[src/hdl/rgb_to_hsl_core_assert.svh]
// ----------------------------------------------------------------------------
// rgb_to_hsl_core_assert.svh
// assertion macros used by the color conversion rtl
// ----------------------------------------------------------------------------
`ifndef RGB_TO_HSL_CORE_ASSERT_SVH
`define RGB_TO_HSL_CORE_ASSERT_SVH

// cause is followed by effect a fixed number of cycles later
`define RTH_ASSERT_AFTER(label, clk, rst, cause, n, effect) \
   label: assert property (@(posedge clk) disable iff (rst) (cause) |-> ##(n) (effect)) \
      else $error("rth: expected effect did not follow its cause");

// effect only happens when cause was seen a fixed number of cycles before
`define RTH_ASSERT_SINCE(label, clk, rst, effect, n, cause) \
   label: assert property (@(posedge clk) disable iff (rst) (effect) |-> $past((cause), n)) \
      else $error("rth: effect seen without its cause");

`endif

[src/hdl/rth_pkg.sv]
// ----------------------------------------------------------------------------
// rth_pkg
// constants and types of the rgb to hsl converter
// ----------------------------------------------------------------------------
package rth_pkg;

   // default fraction width of a color channel
   localparam int FRACTION_BITS_DEF = 16;

   // width of every payload field on the ports
   localparam int FIELD_W = 16;

   // channel holding the maximum, ties resolved red, green, blue
   typedef enum logic [1:0] {
      SEL_RED,
      SEL_GREEN,
      SEL_BLUE
   } max_sel_type;

endpackage

[src/hdl/rgb_to_hsl_core.sv]
// ----------------------------------------------------------------------------
// rgb_to_hsl_core
// pipelined rgba to hsla conversion, one pixel per clock
// ----------------------------------------------------------------------------
//
//  channel   ports                                  handshake
//  -------   -------------------------------------  -------------------------
//  request   req_red/green/blue/opacity             start, busy
//  response  rsp_hue/saturation/lightness/opacity_out  rsp_valid strobe
//
//  a beat is taken every cycle that start is high and busy is low
//  a request reaches the response strobe through three front stages
//  (min/max, spread/sum, numerators), one restoring divider stage per
//  quotient bit for hue and saturation, and one output stage
//  busy follows reset only; the pipeline never stalls, responses are strobed
//  reset (synchronous) clears the valid bits of every stage
//
`include "rgb_to_hsl_core_assert.svh"

module rgb_to_hsl_core #(
   parameter int FRACTION_BITS = rth_pkg::FRACTION_BITS_DEF
) (
   input  logic                        clock,
   input  logic                        reset,
   input  logic                        start,
   output logic                        busy,
   input  logic [rth_pkg::FIELD_W-1:0] req_red,
   input  logic [rth_pkg::FIELD_W-1:0] req_green,
   input  logic [rth_pkg::FIELD_W-1:0] req_blue,
   input  logic [rth_pkg::FIELD_W-1:0] req_opacity,
   output logic                        rsp_valid,
   output logic [rth_pkg::FIELD_W-1:0] rsp_hue,
   output logic [rth_pkg::FIELD_W-1:0] rsp_saturation,
   output logic [rth_pkg::FIELD_W-1:0] rsp_lightness,
   output logic [rth_pkg::FIELD_W-1:0] rsp_opacity_out
);
   import rth_pkg::*;

   localparam int FB      = FRACTION_BITS;
   localparam int XW      = (FB > FIELD_W) ? FB : FIELD_W;
   localparam int NW      = FB + 3;   // hue numerator and divisor, below 6 * 2^FB
   localparam int LATENCY = FB + 4;

   localparam logic [FB:0] ONE_W   = {1'b0, {FB{1'b1}}};
   localparam logic [FB:0] TWO_ONE = {{FB{1'b1}}, 1'b0};

   logic accept;

   // ------------------------------------------------------------------
   // handshake
   // ------------------------------------------------------------------
   assign busy   = reset;
   assign accept = start && !busy;

   // ------------------------------------------------------------------
   // stage a: mask channels, find max, min and the hue channel difference
   // ------------------------------------------------------------------
   logic [XW-1:0]       r_x, g_x, b_x;
   logic [FB-1:0]       r_m, g_m, b_m;
   logic [FB-1:0]       a_mx_in, a_mn_in;
   max_sel_type         a_sel_in;
   logic [NW-1:0]       a_diff_in;
   logic                a_neg_in;

   logic                a_vld_ff;
   logic [FB-1:0]       a_mx_ff, a_mn_ff;
   max_sel_type         a_sel_ff;
   logic [NW-1:0]       a_diff_ff;
   logic                a_neg_ff;
   logic [FIELD_W-1:0]  a_alpha_ff;

   always_comb begin
      r_x = XW'(req_red);
      g_x = XW'(req_green);
      b_x = XW'(req_blue);
      r_m = r_x[FB-1:0];
      g_m = g_x[FB-1:0];
      b_m = b_x[FB-1:0];

      priority if (r_m >= g_m && r_m >= b_m) begin
         a_sel_in = SEL_RED;
         a_mx_in  = r_m;
      end else if (g_m >= b_m) begin
         a_sel_in = SEL_GREEN;
         a_mx_in  = g_m;
      end else begin
         a_sel_in = SEL_BLUE;
         a_mx_in  = b_m;
      end

      a_mn_in = r_m;
      if (g_m < a_mn_in) a_mn_in = g_m;
      if (b_m < a_mn_in) a_mn_in = b_m;

      a_neg_in = 1'b0;
      unique case (a_sel_in)
         SEL_RED: begin
            a_diff_in = NW'(g_m) - NW'(b_m);
            a_neg_in  = (g_m < b_m);
         end
         SEL_GREEN: a_diff_in = NW'(b_m) - NW'(r_m);
         SEL_BLUE:  a_diff_in = NW'(r_m) - NW'(g_m);
         default:   a_diff_in = '0;
      endcase
   end

   always_ff @(posedge clock) begin
      if (reset) begin
         a_vld_ff <= 1'b0;
      end else begin
         a_vld_ff <= accept;
      end
      a_mx_ff    <= a_mx_in;
      a_mn_ff    <= a_mn_in;
      a_sel_ff   <= a_sel_in;
      a_diff_ff  <= a_diff_in;
      a_neg_ff   <= a_neg_in;
      a_alpha_ff <= req_opacity;
   end

   // ------------------------------------------------------------------
   // stage b: spread and sum
   // ------------------------------------------------------------------
   logic                b_vld_ff;
   logic [FB-1:0]       b_d_ff;
   logic [FB:0]         b_sum_ff;
   max_sel_type         b_sel_ff;
   logic [NW-1:0]       b_diff_ff;
   logic                b_neg_ff;
   logic [FIELD_W-1:0]  b_alpha_ff;

   always_ff @(posedge clock) begin
      if (reset) begin
         b_vld_ff <= 1'b0;
      end else begin
         b_vld_ff <= a_vld_ff;
      end
      b_d_ff     <= a_mx_ff - a_mn_ff;
      b_sum_ff   <= (FB+1)'(a_mx_ff) + (FB+1)'(a_mn_ff);
      b_sel_ff   <= a_sel_ff;
      b_diff_ff  <= a_diff_ff;
      b_neg_ff   <= a_neg_ff;
      b_alpha_ff <= a_alpha_ff;
   end

   // ------------------------------------------------------------------
   // stage c: divider operands and special-case flags
   // ------------------------------------------------------------------
   logic [NW-1:0]       c_d_w;
   logic [NW-1:0]       c_d6;
   logic [NW-1:0]       c_num;
   logic [FB-1:0]       c_sden;
   logic [2*FB-1:0]     c_prod;
   logic                c_hz, c_sz;

   always_comb begin
      c_d_w = NW'(b_d_ff);
      c_d6  = (c_d_w << 2) + (c_d_w << 1);
      unique case (b_sel_ff)
         SEL_RED:   c_num = b_neg_ff ? (c_d6 + b_diff_ff) : b_diff_ff;
         SEL_GREEN: c_num = (c_d_w << 1) + b_diff_ff;
         SEL_BLUE:  c_num = (c_d_w << 2) + b_diff_ff;
         default:   c_num = '0;
      endcase

      // lower formula up to one half, mirrored above it
      if (b_sum_ff <= ONE_W) begin
         c_sden = b_sum_ff[FB-1:0];
      end else begin
         c_sden = FB'(TWO_ONE - b_sum_ff);
      end

      // spread times full scale, as d * 2^FB - d
      c_prod = {b_d_ff, {FB{1'b0}}} - (2*FB)'(b_d_ff);

      c_hz = (b_d_ff == '0);
      c_sz = (b_sum_ff == '0) || (b_sum_ff >= TWO_ONE);
   end

   // ------------------------------------------------------------------
   // restoring divider pipeline, entry 0 loaded by stage c
   // ------------------------------------------------------------------
   logic                vld_ff   [0:FB];
   logic [NW-1:0]       hden_ff  [0:FB];
   logic [NW-1:0]       hrem_ff  [0:FB];
   logic [FB-1:0]       hq_ff    [0:FB];
   logic [FB-1:0]       sden_ff  [0:FB];
   logic [FB-1:0]       srem_ff  [0:FB];
   logic [FB-1:0]       slow_ff  [0:FB];
   logic [FB-1:0]       sq_ff    [0:FB];
   logic                hz_ff    [0:FB];
   logic                sz_ff    [0:FB];
   logic [FB-1:0]       light_ff [0:FB];
   logic [FIELD_W-1:0]  alpha_ff [0:FB];

   always_ff @(posedge clock) begin
      if (reset) begin
         vld_ff[0] <= 1'b0;
      end else begin
         vld_ff[0] <= b_vld_ff;
      end
      hden_ff[0]  <= c_d6;
      hrem_ff[0]  <= c_num;
      hq_ff[0]    <= '0;
      sden_ff[0]  <= c_sden;
      srem_ff[0]  <= c_prod[2*FB-1:FB];
      slow_ff[0]  <= c_prod[FB-1:0];
      sq_ff[0]    <= '0;
      hz_ff[0]    <= c_hz;
      sz_ff[0]    <= c_sz;
      light_ff[0] <= b_sum_ff[FB:1];
      alpha_ff[0] <= b_alpha_ff;
   end

   for (genvar k = 0; k < FB; k++) begin : g_div
      logic [NW:0]   hsh;
      logic [FB:0]   ssh;
      logic [NW-1:0] hrem_in;
      logic [FB-1:0] srem_in;
      logic          hbit, sbit;

      // one quotient bit of each division per stage
      always_comb begin
         hsh  = {hrem_ff[k], 1'b0};
         ssh  = {srem_ff[k], slow_ff[k][FB-1]};
         hbit = (hsh >= (NW+1)'(hden_ff[k]));
         sbit = (ssh >= (FB+1)'(sden_ff[k]));
         hrem_in = hbit ? NW'(hsh - (NW+1)'(hden_ff[k])) : NW'(hsh);
         srem_in = sbit ? FB'(ssh - (FB+1)'(sden_ff[k])) : FB'(ssh);
      end

      always_ff @(posedge clock) begin
         if (reset) begin
            vld_ff[k+1] <= 1'b0;
         end else begin
            vld_ff[k+1] <= vld_ff[k];
         end
         hden_ff[k+1]  <= hden_ff[k];
         hrem_ff[k+1]  <= hrem_in;
         hq_ff[k+1]    <= {hq_ff[k][FB-2:0], hbit};
         sden_ff[k+1]  <= sden_ff[k];
         srem_ff[k+1]  <= srem_in;
         slow_ff[k+1]  <= {slow_ff[k][FB-2:0], 1'b0};
         sq_ff[k+1]    <= {sq_ff[k][FB-2:0], sbit};
         hz_ff[k+1]    <= hz_ff[k];
         sz_ff[k+1]    <= sz_ff[k];
         light_ff[k+1] <= light_ff[k];
         alpha_ff[k+1] <= alpha_ff[k];
      end
   end

   // ------------------------------------------------------------------
   // output stage: apply grey and black/white cases, fit to field width
   // ------------------------------------------------------------------
   logic [XW-1:0]       o_hue_x, o_sat_x, o_light_x;
   logic                o_vld_ff;
   logic [FIELD_W-1:0]  o_hue_ff, o_sat_ff, o_light_ff, o_alpha_ff;

   always_comb begin
      o_hue_x   = hz_ff[FB] ? '0 : XW'(hq_ff[FB]);
      o_sat_x   = sz_ff[FB] ? '0 : XW'(sq_ff[FB]);
      o_light_x = XW'(light_ff[FB]);
   end

   always_ff @(posedge clock) begin
      if (reset) begin
         o_vld_ff <= 1'b0;
      end else begin
         o_vld_ff <= vld_ff[FB];
      end
      o_hue_ff   <= o_hue_x[FIELD_W-1:0];
      o_sat_ff   <= o_sat_x[FIELD_W-1:0];
      o_light_ff <= o_light_x[FIELD_W-1:0];
      o_alpha_ff <= alpha_ff[FB];
   end

   assign rsp_valid       = o_vld_ff;
   assign rsp_hue         = o_hue_ff;
   assign rsp_saturation  = o_sat_ff;
   assign rsp_lightness   = o_light_ff;
   assign rsp_opacity_out = o_alpha_ff;

   // ------------------------------------------------------------------
   // assertions
   // ------------------------------------------------------------------
   `RTH_ASSERT_AFTER(a_beat_reaches_output, clock, reset, accept, LATENCY, rsp_valid)
   `RTH_ASSERT_SINCE(a_output_has_source, clock, reset, rsp_valid, LATENCY, accept)

endmodule
[config.mk]
export PLATFORM = sky130hd
export DESIGN_NAME = rgb_to_hsl_core
export DESIGN_NICKNAME = d
export VERILOG_FILES = /design/src/hdl/rth_pkg.sv /design/src/hdl/rgb_to_hsl_core.sv
export VERILOG_INCLUDE_DIRS = /design/src /design/src/hdl
export SDC_FILE = /design/constraint.sdc
export NUM_CORES = 2
export LEC_CHECK = 0
export BUFFER_PORTS_ARGS = -buffer_cell sky130_fd_sc_hd__buf_4
export CORE_UTILIZATION = 45
export DETAILED_ROUTE_END_ITERATION = 12
export GPL_ROUTABILITY_DRIVEN = 1
export HOLD_SLACK_MARGIN = 0.05
export PLACE_DENSITY = 0.65
export SYNTH_ARGS = -nofsm -noshare
export SYNTH_HDL_FRONTEND = slang
export SYNTH_SLANG_ARGS = --single-unit
[constraint.sdc]
create_clock -name clock -period 6 [get_ports clock]
set_clock_uncertainty 0.05 [all_clocks]
set_input_delay 1.2 -clock clock [delete_from_list [all_inputs] [get_ports clock]]
set_output_delay 1.2 -clock clock [all_outputs]
set_load 0.01 [all_outputs]
### Word-level counts from Yosys, hierarchy flattened

Memories as Yosys holds them, arrays and structs flattened. A register that Yosys moved wholly into a read port is not among the register bits.
Cells that the tools add are included.

* register bits: 143
* logic and storage cells: 200
* memories kept: 12
* output and inout port bits: 66
* RAM bits: 2601

Memories
* hden_ff: depth 17, width 19, read ports 16, clocked after memory_dff 0, wr ports 17, RTL line rgb_to_hsl_core.sv:184 `logic [NW-1:0] hden_ff [0:FB];`
* hrem_ff: depth 17, width 19, read ports 16, clocked after memory_dff 0, wr ports 17, RTL line rgb_to_hsl_core.sv:185 `logic [NW-1:0] hrem_ff [0:FB];`
* alpha_ff: depth 17, width 16, read ports 17, clocked after memory_dff 1, wr ports 17, RTL line rgb_to_hsl_core.sv:194 `logic [FIELD_W-1:0] alpha_ff [0:FB];`
* hq_ff: depth 17, width 16, read ports 17, clocked after memory_dff 1, wr ports 17, RTL line rgb_to_hsl_core.sv:186 `logic [FB-1:0] hq_ff [0:FB];`
* light_ff: depth 17, width 16, read ports 17, clocked after memory_dff 1, wr ports 17, RTL line rgb_to_hsl_core.sv:193 `logic [FB-1:0] light_ff [0:FB];`
* sden_ff: depth 17, width 16, read ports 16, clocked after memory_dff 0, wr ports 17, RTL line rgb_to_hsl_core.sv:187 `logic [FB-1:0] sden_ff [0:FB];`
* 6 more memories

* bitwise operators: 17
* mux-type cells: 62
* $add $sub $neg: 43
* magnitude comparators: 40
* equal/unequal tests: 4
* reduce and logical (&&, ||, !) cells: 8

Operator list (number)
* 16-bit 2-to-1 mux: 21
* 19-bit 2-to-1 mux: 17
* 20-bit by 19-bit greater-or-equal comparator with 1-bit output: 16
* 19-bit subtractor: 16
* 17-bit by 16-bit greater-or-equal comparator with 1-bit output: 16
* 16-bit subtractor: 17
* 19-bit one-hot mux with 3 select lines: 2
* 16-bit by 16-bit subtractor with 17-bit output: 3
* 16-bit greater-or-equal comparator: 3
* 16-bit less-than comparator: 3
* 32-bit by 16-bit subtractor with 32-bit output: 1
* 1-bit 2-to-1 mux: 20
* 17-bit by 19-bit adder with 19-bit output: 1
* 18-bit by 17-bit adder with 19-bit output: 1
* 18-bit by 19-bit adder with 19-bit output: 1
* 19-bit adder: 1
* 16-bit by 16-bit adder with 17-bit output: 1
* 17-bit greater-or-equal comparator, second input constant: 1
* 17-bit by 16-bit <= comparator with 1-bit output, second input constant: 1
* 17-bit zero test: 1
* 1-bit bitwise OR: 17
* 16-bit zero test: 1
* 16-bit subtractor, first input constant: 1
* 2-bit by 1-bit equality test with 1-bit output, second input constant: 2
* other kinds (6): 10

### Longest topological paths before layout

* depth in word-level cells: 5
* mapped depth: 20

### Worst setup path before layout

OpenSTA, ideal clock, no wires.

* kind: input to register
* start point: input port req_green[1] (netlist name)
* end point: register a_mn_ff[10]
* arrival: 4.870 ns
* buffers on the path: 3
* library setup time: 0.126 ns
* path slack: 0.954 ns
* stages: 20
* cell sequence: inv_1 ha_1 nor2b_1 o2111ai_1 a21oi_1 o2111ai_1 a21oi_1 buf_2 mux2i_1 ha_1 a21o_1 a21o_1 a21oi_1 a211oi_1 o211ai_1 a21oi_1 a211o_1 buf_2 buf_6 mux2i_1

* cells in the longest elaborated chain, start to end: 4

RTL lines
* start, declared: RTL line rgb_to_hsl_core.sv:28 `input logic [rth_pkg::FIELD_W-1:0] req_green,`
* 16-bit less-than comparator: RTL line rgb_to_hsl_core.sv:92 `if (g_m < a_mn_in) a_mn_in = g_m;`
* 16-bit 2-to-1 mux (*): RTL line rgb_to_hsl_core.sv:92
* 16-bit less-than comparator: RTL line rgb_to_hsl_core.sv:93 `if (b_m < a_mn_in) a_mn_in = b_m;`
* 16-bit 2-to-1 mux (*): RTL line rgb_to_hsl_core.sv:93
* net a_mn_in[10]: RTL line rgb_to_hsl_core.sv:60 `logic [FB-1:0] a_mx_in, a_mn_in;`
* end signal, assigned: RTL line rgb_to_hsl_core.sv:114 `a_mn_ff <= a_mn_in;`
* end, declared: RTL line rgb_to_hsl_core.sv:66 `logic [FB-1:0] a_mx_ff, a_mn_ff;`

Mark *: on every way through the listed nets, which the timed path passes. The rest lies on a longest branch.
A chain may end at the register's enable or synchronous reset.

==> metrics <==
global-route wire length before repair=274000 microns; clock sink total=2248; NumNets Final=9298; worst skew pair latency=0.87 ns; Rel. slew slack=22.2%; synth warn=0; Layout area overhead=13.5%; crit path kind=reg -> reg; Slew Limit Fails=0; vias in the first global route=56300; Peak Freq=212 MHz; filler cell count in the final layout=16500; H-tree depth=4; final hold violations=0; Initial Utilization=45.3%; Primary FF master, synth=dfxtp_1; unrepaired setup endpoints after global routing=false; gr usage total=17.4%; Core Area=188000 sq um; R2R setup slack=1.28 ns; synthesized net count=9039; WL final=169000 microns; Clock transition at path regs=0.06 ns; I/O Pins=133; Post-CTS Resized=0; fin crit share=78.7%; endpoints failing setup=0; root buffer cell=clkbuf_16; Post-Syn Instances=8213; Hold Buf Count CTS=0; # Max-Cap Violations=0; drt wl/cell=15.2 microns; CP Launch Type=flop; clock tree buffer depth=3; DR pass1 iterations=5; post-synthesis sequential area ratio=53.0%; setup TNS=0 ns; minimum clock period=4.72 ns; die width=437 microns; Post-synth EDFFs=0; ANT nets after route=0; post-route insts no fill=11200; initial antenna violation count=2; number of remaining DRC errors=0; TritonCTS buffer count=220; vias per cell=5.01; grt ovf=0; Post-Place Cells=10700; die area=191000 sq um; asr flop ratio synth=0%; synthesized area=85000 sq um; flops & latches, synth=2248; DR iter-0 viols=2504; routability cong.=0.943; CTS tree=yes; crit path DAT=5.37 ns; Placement Rows=159; WP data required=6.64 ns; Worst Max-Slew Pin Slew=1.17 ns; via count=55900; outcome=complete, no violations; Hold Crit Class=reg -> reg; share of cells above drive strength 1=8.85%; synth unique cells=85; Port Buffer Count=132; critical path peak fanout=8; Die Ht=437 microns; # Post-CTS Setup Buffers=0; Synth Area per Inst=10.3 sq um; pin count of the biggest net entering global routing=48; Critical Path Sink Type=flop; DPL Wire Length=129000 microns
-- flip-flops by register name (all words and copies together), names as in the netlist, 120 cells and up --
name,flops
alpha_ff,272
srem_ff,256
sq_ff,136
slow_ff,120
hq_ff,136
hden_ff,257
light_ff,272
sden_ff,256
hrem_ff,289
-- kinds of logic (layout without fill, tap and decap cells) --
| logic type | count (synthesis) | in the layout | share of synthesized area [%] |
|---|---|---|---|
| simple gates | 1757 | 1757 | 9.99 |
| buf+inv | 972 | 1413 | 4.39 |
| xor+xnor | 508 | 508 | 5.24 |
| flops | 2248 | 2248 | 53.0 |
| compound gates | 1736 | 1736 | 12.9 |
| fa+ha+maj | 759 | 759 | 11.5 |
| other cells | 0 | 2 | 0 |
| mux | 233 | 233 | 3.03 |
-- cell type report --
cell class | count | area [sq um] | share of cell area (%)
Antenna cell | 2 | 5.00 | 0.00519
Clock buffer | 301 | 6220 | 6.45
Clock inverter | 103 | 1400 | 1.45
Inverter | 855 | 3210 | 3.33
Multi-Input combinational cell | 4993 | 36300 | 37.7
Sequential cell | 2248 | 45000 | 46.7
Tap cell | 2495 | 3120 | 3.24
Timing Repair Buffer | 154 | 1170 | 1.21
-- path summary, 6_finish.rpt --
path,end,cells after the start,start
setup / recovery,hrem_ff[0][18]$_DFF_P_,19,b_d_ff[1]$_DFF_P_
hold reg to reg,hz_ff[0][13]$_DFF_P_,0,hz_ff[0][12]$_DFF_P_
hold / removal,hz_ff[0][13]$_DFF_P_,0,hz_ff[0][12]$_DFF_P_
setup reg to reg,hrem_ff[0][18]$_DFF_P_,19,b_d_ff[1]$_DFF_P_
-- cells in the final DEF, fill, tap and decap left out, types with 21 or more instances in the layout --
master / instances
mux2i_1: 59
ha_1: 720
and3_1: 48
mux2_2: 167
nor2_1: 508
or3_1: 37
nor2b_1: 164
nor3_1: 158
clkbuf_16: 221
bufinv_16: 21
xor2_1: 194
clkinv_2: 40
nor4_1: 31
xnor2_1: 314
a31oi_1: 48
o21bai_1: 66
clkbuf_1: 41
dfxtp_1: 2248
o211ai_1: 38
nand3_1: 94
clkbuf_8: 39
o22ai_1: 22
o21a_1: 99
fa_1: 39
a21boi_0: 49
o21ai_0: 455
nand2_1: 422
or2_2: 36
a21o_1: 166
nand4_1: 104
o31ai_1: 54
and2_1: 24
buf_4: 153
a21oi_1: 462
nand2b_1: 67
a211oi_1: 71
inv_1: 854
o41ai_1: 46
-- cells in the mapped netlist, types with 22 or more instances --
library cell | count | area [sq um]
dfxtp_1 | 2248 | 45000
inv_1 | 854 | 3210
ha_1 | 720 | 9010
nor2_1 | 509 | 1910
a21oi_1 | 463 | 2320
o21ai_0 | 456 | 2280
nand2_1 | 422 | 1580
xnor2_1 | 314 | 2750
xor2_1 | 194 | 1700
mux2_2 | 167 | 1880
a21o_1 | 166 | 1250
nor2b_1 | 164 | 1030
nor3_1 | 158 | 791
nand4_1 | 104 | 651
o21a_1 | 99 | 743
nand3_1 | 94 | 470
clkbuf_1 | 87 | 327
a211oi_1 | 71 | 533
nand2b_1 | 67 | 419
o21bai_1 | 66 | 495
mux2i_1 | 59 | 591
o31ai_1 | 54 | 405
a21boi_0 | 49 | 368
a31oi_1 | 49 | 307
and3_1 | 48 | 300
o41ai_1 | 46 | 403
fa_1 | 39 | 781
o211ai_1 | 38 | 285
or3_1 | 37 | 231
or2_2 | 36 | 225
nor4_1 | 31 | 194
and2_1 | 24 | 150
o22ai_1 | 22 | 138
-- critical path: stages, from the launching register on --
cell and delay, ns:
dfxtp_1 0.56, inv_1 0.18, ha_1 0.32, a21o_1 0.16, a21oi_1 0.24, nor2b_1 0.07, o21ai_0 0.37, o31a_1 0.22
nor2b_1 0.17, xnor2_1 0.17, ha_1 0.32, a21oi_1 0.27, a21o_1 0.18, nand2_1 0.08, o31ai_1 0.36, o21ai_0 0.17
xor2_1 0.16, a31oi_1 0.22, xor2_1 0.19, o22ai_1 0.10
-- per-layer routing --
metal / GRT usage [%] / part of all wire, % / vias to the layer above
met2: 32.8 / 51 / 1039
li1: - / - / 28500
met4: 8.00 / 4.0 / 0
met3: 2.83 / 3.5 / 390
met1: 18.9 / 41 / 25900
met5: 0 / 0 / -
-- per-stage QoR --
| stage | setup slack [ns] | hold slack (ns) | instance area [sq um] | utilization [%] |
|---|---|---|---|---|
| final | 1.28 | 0.243 | 96400 | 51.4 |
| after global routing | 0.905 | 0.247 | 96400 | 51.4 |
| after CTS | 1.31 | 0.244 | 96400 | 51.4 |
| after detailed placement | 0.552 | 0.262 | 88800 | 47.3 |
| after global placement | 0.548 | 0.259 | 88800 | 47.3 |
| after floorplan | 0.954 | 0.260 | 85000 | - |
Power is left out: the tool's default activity adds up to more than one toggle a clock period on the data nets, which glitch-free logic cannot reach.
